==> src/sv/pps_pkg.sv <==
// ----------------------------------------------------------------------------
// pps_pkg : shared types and constants of the pure pursuit steering block
// Transaction types, register indexes, sequencer codes, CORDIC angle table
// and the exact squaring function used by the distance tests.
// ----------------------------------------------------------------------------
package pps_pkg;

   localparam int PATH_DEPTH   = 1024;
   localparam int COORD_WIDTH  = 32;
   localparam int ADDR_W       = $clog2(PATH_DEPTH);
   localparam int CNT_W        = $clog2(PATH_DEPTH + 1);
   localparam int CFG_W        = 31;
   // magnitude of a coordinate difference or of a radius
   localparam int MAG_W        = (COORD_WIDTH + 1 > CFG_W) ? COORD_WIDTH + 1 : CFG_W;
   localparam int LO_W         = MAG_W - 1;
   localparam int SQ_W         = 2 * MAG_W;
   localparam int CORD_W       = ((COORD_WIDTH > 32) ? COORD_WIDTH : 32) + 4;
   localparam int CORDIC_STEPS = 30;
   localparam int STEP_W       = 5;
   localparam int K_Q30        = 652032874;
   localparam int NUM_W        = 62;
   localparam int DEN_W        = CFG_W + 13;
   localparam int DIV_CNT_W    = $clog2(NUM_W);

   localparam logic [31:0] BAM_HALF    = 32'h8000_0000;
   localparam logic [31:0] BAM_QUARTER = 32'h4000_0000;

   localparam logic [1:0] CSR_LOOKAHEAD = 2'd0;
   localparam logic [1:0] CSR_CRUISE    = 2'd1;
   localparam logic [1:0] CSR_GOAL_TOL  = 2'd2;

   typedef enum logic [1:0] {
      ACT_CLEAR  = 2'd0,
      ACT_APPEND = 2'd1,
      ACT_STEP   = 2'd2
   } action_type;

   typedef struct packed {
      action_type         action;
      logic signed [31:0] point_x;
      logic signed [31:0] point_y;
      logic signed [15:0] quat_x;
      logic signed [15:0] quat_y;
      logic signed [15:0] quat_z;
      logic signed [15:0] quat_w;
   } req_type;

   typedef struct packed {
      logic signed [31:0] linear_velocity;
      logic signed [31:0] angular_velocity;
      logic               goal_reached;
   } rsp_type;

   typedef enum logic [4:0] {
      OP_NONE, OP_LATCH, OP_CLEAR, OP_APPEND, OP_RADII, OP_SQUARE, OP_RR_SAVE,
      OP_RD_LAST, OP_RD_IDX, OP_DIFF, OP_IDX_INC, OP_QPROD, OP_QSUM,
      OP_YAW_START, OP_YAW_SAVE, OP_BEAR_START, OP_ERR, OP_SIN_START,
      OP_MUL, OP_DIV_START, OP_RESULT, OP_GOAL
   } dp_op_type;

   typedef struct packed {
      dp_op_type op;
   } cmd_type;

   typedef struct packed {
      logic count_zero;
      logic idx_last;
      logic ge_tol;
      logic ge_look;
      logic cordic_busy;
      logic div_busy;
      logic rsp_busy;
   } status_type;

   typedef enum logic [4:0] {
      ST_IDLE, ST_RADII, ST_RSQ, ST_RSAVE, ST_LRD, ST_LDIFF, ST_LSQ, ST_LCMP,
      ST_SRD, ST_SDIFF, ST_SSQ, ST_SCMP, ST_QPROD, ST_QSUM, ST_YSTART,
      ST_YWAIT, ST_BSTART, ST_BWAIT, ST_SSTART, ST_SWAIT, ST_MUL, ST_DSTART,
      ST_DWAIT, ST_FIN, ST_GOAL
   } state_type;

   // atan(2^-i) as a binary angle, 2^32 = 2*pi
   function automatic logic [31:0] atan_bam(input logic [STEP_W-1:0] i);
      logic [31:0] r;
      unique case (i)
         5'd0:  r = 32'h20000000;
         5'd1:  r = 32'h12E4051E;
         5'd2:  r = 32'h09FB385B;
         5'd3:  r = 32'h051111D4;
         5'd4:  r = 32'h028B0D43;
         5'd5:  r = 32'h0145D7E1;
         5'd6:  r = 32'h00A2F61E;
         5'd7:  r = 32'h00517C55;
         5'd8:  r = 32'h0028BE53;
         5'd9:  r = 32'h00145F2F;
         5'd10: r = 32'h000A2F98;
         5'd11: r = 32'h000517CC;
         5'd12: r = 32'h00028BE6;
         5'd13: r = 32'h000145F3;
         5'd14: r = 32'h0000A2F9;
         5'd15: r = 32'h0000517C;
         5'd16: r = 32'h000028BE;
         5'd17: r = 32'h0000145F;
         5'd18: r = 32'h00000A2F;
         5'd19: r = 32'h00000517;
         5'd20: r = 32'h0000028B;
         5'd21: r = 32'h00000145;
         5'd22: r = 32'h000000A2;
         5'd23: r = 32'h00000051;
         5'd24: r = 32'h00000028;
         5'd25: r = 32'h00000014;
         5'd26: r = 32'h0000000A;
         5'd27: r = 32'h00000005;
         5'd28: r = 32'h00000002;
         5'd29: r = 32'h00000001;
         default: r = 32'h00000000;
      endcase
      return r;
   endfunction

   // exact square with one LO_W x LO_W product; top bit handled by shifts
   function automatic logic [SQ_W-1:0] square(input logic [MAG_W-1:0] m);
      logic [LO_W-1:0]   lo;
      logic [2*LO_W-1:0] p;
      logic [SQ_W-1:0]   r;
      lo = m[LO_W-1:0];
      p  = lo * lo;
      r  = SQ_W'(p);
      if (m[MAG_W-1]) begin
         r = r + (SQ_W'(lo) << MAG_W) + (SQ_W'(1) << (2 * LO_W));
      end
      return r;
   endfunction

endpackage

==> src/sv/pps_ctrl.sv <==
// ----------------------------------------------------------------------------
// pps_ctrl : control step sequencer
// Walks the radius squares, goal check, path scan, yaw, bearing, sine,
// product and division, issuing at most one datapath command per cycle.
// ----------------------------------------------------------------------------
module pps_ctrl (
   input  logic                 clock,
   input  logic                 reset,
   input  logic                 req_valid,
   input  pps_pkg::action_type  req_action,
   output logic                 req_ready,
   input  pps_pkg::status_type  status,
   output pps_pkg::cmd_type     cmd
);

   pps_pkg::state_type state_ff, state_in;

   always_ff @(posedge clock) begin
      if (reset) begin
         state_ff <= pps_pkg::ST_IDLE;
      end else begin
         state_ff <= state_in;
      end
   end

   always_comb begin
      state_in  = state_ff;
      req_ready = 1'b0;
      cmd.op    = pps_pkg::OP_NONE;
      unique case (state_ff)
         pps_pkg::ST_IDLE: begin
            req_ready = 1'b1;
            if (req_valid) begin
               unique case (req_action)
                  pps_pkg::ACT_CLEAR:  cmd.op = pps_pkg::OP_CLEAR;
                  pps_pkg::ACT_APPEND: cmd.op = pps_pkg::OP_APPEND;
                  pps_pkg::ACT_STEP: begin
                     cmd.op = pps_pkg::OP_LATCH;
                     if (!status.count_zero) begin
                        state_in = pps_pkg::ST_RADII;
                     end
                  end
                  default: ;
               endcase
            end
         end
         pps_pkg::ST_RADII: begin
            cmd.op = pps_pkg::OP_RADII; state_in = pps_pkg::ST_RSQ;
         end
         pps_pkg::ST_RSQ: begin
            cmd.op = pps_pkg::OP_SQUARE; state_in = pps_pkg::ST_RSAVE;
         end
         pps_pkg::ST_RSAVE: begin
            cmd.op = pps_pkg::OP_RR_SAVE; state_in = pps_pkg::ST_LRD;
         end
         pps_pkg::ST_LRD: begin
            cmd.op = pps_pkg::OP_RD_LAST; state_in = pps_pkg::ST_LDIFF;
         end
         pps_pkg::ST_LDIFF: begin
            cmd.op = pps_pkg::OP_DIFF; state_in = pps_pkg::ST_LSQ;
         end
         pps_pkg::ST_LSQ: begin
            cmd.op = pps_pkg::OP_SQUARE; state_in = pps_pkg::ST_LCMP;
         end
         pps_pkg::ST_LCMP: begin
            state_in = status.ge_tol ? pps_pkg::ST_SRD : pps_pkg::ST_GOAL;
         end
         pps_pkg::ST_SRD: begin
            cmd.op = pps_pkg::OP_RD_IDX; state_in = pps_pkg::ST_SDIFF;
         end
         pps_pkg::ST_SDIFF: begin
            cmd.op = pps_pkg::OP_DIFF; state_in = pps_pkg::ST_SSQ;
         end
         pps_pkg::ST_SSQ: begin
            cmd.op = pps_pkg::OP_SQUARE; state_in = pps_pkg::ST_SCMP;
         end
         pps_pkg::ST_SCMP: begin
            // first hit or the last waypoint: its differences stay in place
            if (status.ge_look || status.idx_last) begin
               state_in = pps_pkg::ST_QPROD;
            end else begin
               cmd.op   = pps_pkg::OP_IDX_INC;
               state_in = pps_pkg::ST_SRD;
            end
         end
         pps_pkg::ST_QPROD: begin
            cmd.op = pps_pkg::OP_QPROD; state_in = pps_pkg::ST_QSUM;
         end
         pps_pkg::ST_QSUM: begin
            cmd.op = pps_pkg::OP_QSUM; state_in = pps_pkg::ST_YSTART;
         end
         pps_pkg::ST_YSTART: begin
            cmd.op = pps_pkg::OP_YAW_START; state_in = pps_pkg::ST_YWAIT;
         end
         pps_pkg::ST_YWAIT: begin
            if (!status.cordic_busy) begin
               cmd.op = pps_pkg::OP_YAW_SAVE; state_in = pps_pkg::ST_BSTART;
            end
         end
         pps_pkg::ST_BSTART: begin
            cmd.op = pps_pkg::OP_BEAR_START; state_in = pps_pkg::ST_BWAIT;
         end
         pps_pkg::ST_BWAIT: begin
            if (!status.cordic_busy) begin
               cmd.op = pps_pkg::OP_ERR; state_in = pps_pkg::ST_SSTART;
            end
         end
         pps_pkg::ST_SSTART: begin
            cmd.op = pps_pkg::OP_SIN_START; state_in = pps_pkg::ST_SWAIT;
         end
         pps_pkg::ST_SWAIT: begin
            if (!status.cordic_busy) begin
               state_in = pps_pkg::ST_MUL;
            end
         end
         pps_pkg::ST_MUL: begin
            cmd.op = pps_pkg::OP_MUL; state_in = pps_pkg::ST_DSTART;
         end
         pps_pkg::ST_DSTART: begin
            cmd.op = pps_pkg::OP_DIV_START; state_in = pps_pkg::ST_DWAIT;
         end
         pps_pkg::ST_DWAIT: begin
            if (!status.div_busy) begin
               state_in = pps_pkg::ST_FIN;
            end
         end
         pps_pkg::ST_FIN: begin
            if (!status.rsp_busy) begin
               cmd.op = pps_pkg::OP_RESULT; state_in = pps_pkg::ST_IDLE;
            end
         end
         pps_pkg::ST_GOAL: begin
            if (!status.rsp_busy) begin
               cmd.op = pps_pkg::OP_GOAL; state_in = pps_pkg::ST_IDLE;
            end
         end
         default: state_in = pps_pkg::ST_IDLE;
      endcase
   end

endmodule

==> config.mk <==
export PLATFORM = sky130hd
export DESIGN_NAME = pps_ctrl
export DESIGN_NICKNAME = d
export VERILOG_FILES = /design/src/sv/pps_pkg.sv /design/src/sv/pps_ctrl.sv
export SDC_FILE = /design/constraint.sdc
export NUM_CORES = 1
export LEC_CHECK = 0
export BUFFER_PORTS_ARGS = -buffer_cell sky130_fd_sc_hd__buf_2
export CORE_UTILIZATION = 50
export DETAILED_ROUTE_END_ITERATION = 16
export GPL_TIMING_DRIVEN = 0
export PLACE_DENSITY = 0.75
export SLEW_MARGIN = 10
export SYNTH_ARGS = -nofsm -noshare
export SYNTH_HDL_FRONTEND = slang
export SYNTH_SLANG_ARGS = --single-unit
export TNS_END_PERCENT = 50
==> constraint.sdc <==
create_clock -name clock -period 3.9 [get_ports clock]
set_input_delay 0.585 -clock clock [delete_from_list [all_inputs] [get_ports clock]]
set_output_delay 0.585 -clock clock [all_outputs]
set_load 0.01 [all_outputs]
==> results list <==
- Status: completed
- At the pin with the least slew margin, the transition time is 0.439 ns.
- The die is ~42 µm tall.
* Yosys cell types: 43
- For this run, asynchronously set or reset flops after synthesis account for 0.
- # fillers: about 130
- The commonest cells after synthesis are sky130_fd_sc_hd__inv_1 (7), sky130_fd_sc_hd__nand2_1 (7), sky130_fd_sc_hd__nor2_1 (7).
- RSZ-0062 raised after global routing: false
- The detail route stage leaves a number of antenna-violating nets equal to 0.
* R2r worst-path depth: 5
- Fin crit share: 0.676
- Based on the critical path, the design can be clocked at up to 379 MHz.
- Area growth, synth to finish: 16.5%
- The number of nets in the synthesized netlist is 115.
- WHS Endpoint: state_ff[4]
* Maximum clock skew at final layout: 0.00129 ns
* Portion of the post-synthesis area used by sequential elements: 0.127
- Ranked by flip-flop count, first place goes to state_ff.
- Yosys warnings: 0
* Number of global-route vias before repair: 820
- Final design area excluding fillers: 921 µm²
* Post-detailed-routing wire length: 2010 µm
- After clock tree synthesis, the repair step resized 0 gates.
- Setup violators final: 0
* Clock root buffer master: sky130_fd_sc_hd__clkbuf_4
* Worst Min Path Start: reset
- For the final routed database, the setup TNS stands at 0 ns.
* Reg-to-reg slack, setup: approximately 2.0 ns
- TritonCTS sink count: 5
- The repair_antennas step left the layout with diodes totalling 0.
- Excluding fillers, the count of instances in the completed layout stands at 136.
- Mapped Cells: 100
- TritonCTS clock tree: built
- Hold Crit Depth: 2
- Clock-pin slew was measured on the worst setup and hold paths at about 0.04 ns.
- After detailed routing, the number of remaining DRC violations is 0.
- After clock tree synthesis, the flow added hold-fix buffers numbering 0.
- Data on the critical path arrives at its endpoint at around 2 ns.
* Cells taking the most area after synthesis: sky130_fd_sc_hd__dfxtp_1 (13%), sky130_fd_sc_hd__clkbuf_8 (7.0%), sky130_fd_sc_hd__ha_1 (4.7%), sky130_fd_sc_hd__buf_6 (4.3%), sky130_fd_sc_hd__mux2i_1 (3.8%)
- EDFF count, synth: 0
* Clock buffer count from CTS: 3
- Core box area: 1380 µm²
* Crit path capture type: output pin
- The share of synthesized area in the top cell type comes to 0.127.
- Maximum vdd drop: 0.218 mV
- Counting along the longest clock path gives a buffer depth of 2.
- Antenna violations before repair: 0
* Most used DFF post-synth: sky130_fd_sc_hd__dfxtp_1
* Layout cell share with drive strength beyond 1: 0.347
- Number of violations of the max-capacitance limit: 0
* Area post-placement: 895 µm²
- Summed over all nets, the half-perimeter wirelength after detailed placement is 1500 µm.
- The worst register-to-register path begins at state_ff[1].
- Overall overflow remaining after global route: 0
- Largest fanout on the critical path: 10
* Final max-slew violation count: 0
* Lkg Pwr: 0.392 nW
- The register with the most flip-flops in the layout has 5 of them.
- Power per cell area: 328 nW/µm²
* Placed Cells: 132
- Die Area: around 1700 µm²
- STA puts the critical path data required time at between 3 and 4 ns.
- The worst pin sits at a relative slew slack of 0.704.
- Vias per std cell: about 6.4
* CTS H-Tree Depth: 1
- Final estimated routing congestion in global placement: around 0.89
- Final total power: ~300 µW
- In this run, synthesis produced a sequential element count of 5.
- For this block, the initial DRC count from the detailed router was 46.
- Registers with the most flip-flops: state_ff: 5 flops
- The final route contains 873 vias.
* 1st-pass router iterations: 4
- The initial utilization of the core area, before any placement, comes to 0.572.
- Entering global routing, the biggest net connects 11 pins.
- Nets: approximately 140
- Post-synthesis average cell area: 7.91 µm²
- After floorplanning, the core was divided into 13 placement rows.
- Insertion delay to the later sink of the worst-skew pair: between 0.2 and 0.25 ns
- Chip Width: 41.8 µm
- The worst register-to-register path ends at state_ff[2].
- The worst hold path belongs to the class in2reg.
- Cell taking the most area after synthesis: sky130_fd_sc_hd__dfxtp_1
* Final critical delay including setup and external delays: 2.64 ns
- Port buffering added 17 buffers.
* Total GRT Usage: 0.247
- Class of the most critical setup path: reg2out
- The hold violation count in the final report came to 0.
- Combined area of all synthesized cells: 791 µm²
- Post-CTS setup repair buffer count: 0
- STA classifies the critical path startpoint as a register.
* Global-route wire length before repair: 3550 µm
* Ports: 18
- After detailed routing, the average wire length per cell comes to 14.8 µm.
[critical path, cell delays in order, from the launching register on]
cell and delay, ns:
sky130_fd_sc_hd__dfxtp_1 0.29, sky130_fd_sc_hd__clkbuf_2 0.17, sky130_fd_sc_hd__clkbuf_1 0.25, sky130_fd_sc_hd__or2_2 0.36, sky130_fd_sc_hd__nor4b_1 0.38, sky130_fd_sc_hd__a211oi_1 0.12
sky130_fd_sc_hd__o211ai_1 0.10, sky130_fd_sc_hd__buf_2 0.15
[report_power, final]
part / internal, mW / leakage (nW) / switching [mW] / total [mW]
clock network: 0.0387 / 0.0150 / 0.0217 / 0.0604
logic: 0.0854 / 0.337 / 0.0929 / 0.178
registers: 0.0570 / 0.0405 / 0.00603 / 0.0631
total: 0.181 / 0.392 / 0.121 / 0.302
[per-stage QoR]
step	util	hold WS [ns]	setup WS, ns
floorplan	-	0.638	1.83
global placement	0.647	0.701	1.56
detailed placement	0.647	0.710	1.55
CTS	0.666	0.602	1.30
global route	0.666	0.611	1.04
finish	0.666	0.607	1.26
[placed cells by master (no fill, tap or decap), types with 3 or more instances in the layout]
| master | netlist | layout |
|---|---|---|
| sky130_fd_sc_hd__a21oi_1 | 5 | 5 |
| sky130_fd_sc_hd__buf_2 | 0 | 17 |
| sky130_fd_sc_hd__buf_6 | 3 | 3 |
| sky130_fd_sc_hd__clkbuf_4 | 0 | 3 |
| sky130_fd_sc_hd__clkbuf_8 | 4 | 4 |
| sky130_fd_sc_hd__dfxtp_1 | 5 | 5 |
| sky130_fd_sc_hd__ha_1 | 3 | 3 |
| sky130_fd_sc_hd__inv_1 | 7 | 7 |
| sky130_fd_sc_hd__mux2i_1 | 3 | 3 |
| sky130_fd_sc_hd__nand2_1 | 7 | 7 |
| sky130_fd_sc_hd__nor2_1 | 7 | 7 |
| sky130_fd_sc_hd__nor2b_1 | 3 | 3 |
| sky130_fd_sc_hd__nor4b_1 | 3 | 3 |
| sky130_fd_sc_hd__o211ai_1 | 3 | 3 |
| sky130_fd_sc_hd__o21ai_0 | 5 | 5 |
| sky130_fd_sc_hd__o22ai_1 | 3 | 3 |
| sky130_fd_sc_hd__or2b_2 | 3 | 3 |
[area by class of cell]
type                            count  area (µm²)  share of cell area
Sequential cell                     5         100               0.109
Multi-Input combinational cell     78         559               0.607
Buffer                             10         105               0.114
Inverter                            7        26.3              0.0285
Timing Repair Buffer               17        85.1              0.0924
Tap cell                           15        18.8              0.0204
Clock buffer                        4        26.3              0.0285
[cell families after synthesis]
family / count (synthesis) / share of synthesized area
and+or+nand+nor: 39 / 0.315
AOI/OAI and AO/OA: 32 / 0.293
buffers and inverters: 17 / 0.166
DFF: 5 / 0.127
muxes: 4 / 0.0522
adders and majority gates: 3 / 0.0475
[layer usage]
layer	up-vias	wire (µm)	GRT usage	part of all wire
met2	40	978	0.416	0.49
met4	0	8	0.0323	0.0040
met3	2	116	0.0304	0.058
li1	415	-	-	-
met5	-	0	0	0
met1	416	905	0.343	0.45
[how the worst max path moves through the flow]
stage / from / end / slack [ns]
3_3_place_gp: state_ff[1] / cmd[1] / 1.56
2_1_floorplan: state_ff[1] / cmd[1] / 1.83
3_5_place_dp: state_ff[1] / cmd[1] / 1.55
4_1_cts: state_ff[1] / cmd[1] / 1.30
6_report: state_ff[1] / cmd[1] / 1.26
5_1_grt: state_ff[1] / cmd[1] / 1.04
No activity file was read; power rests on OpenSTA's default activity.
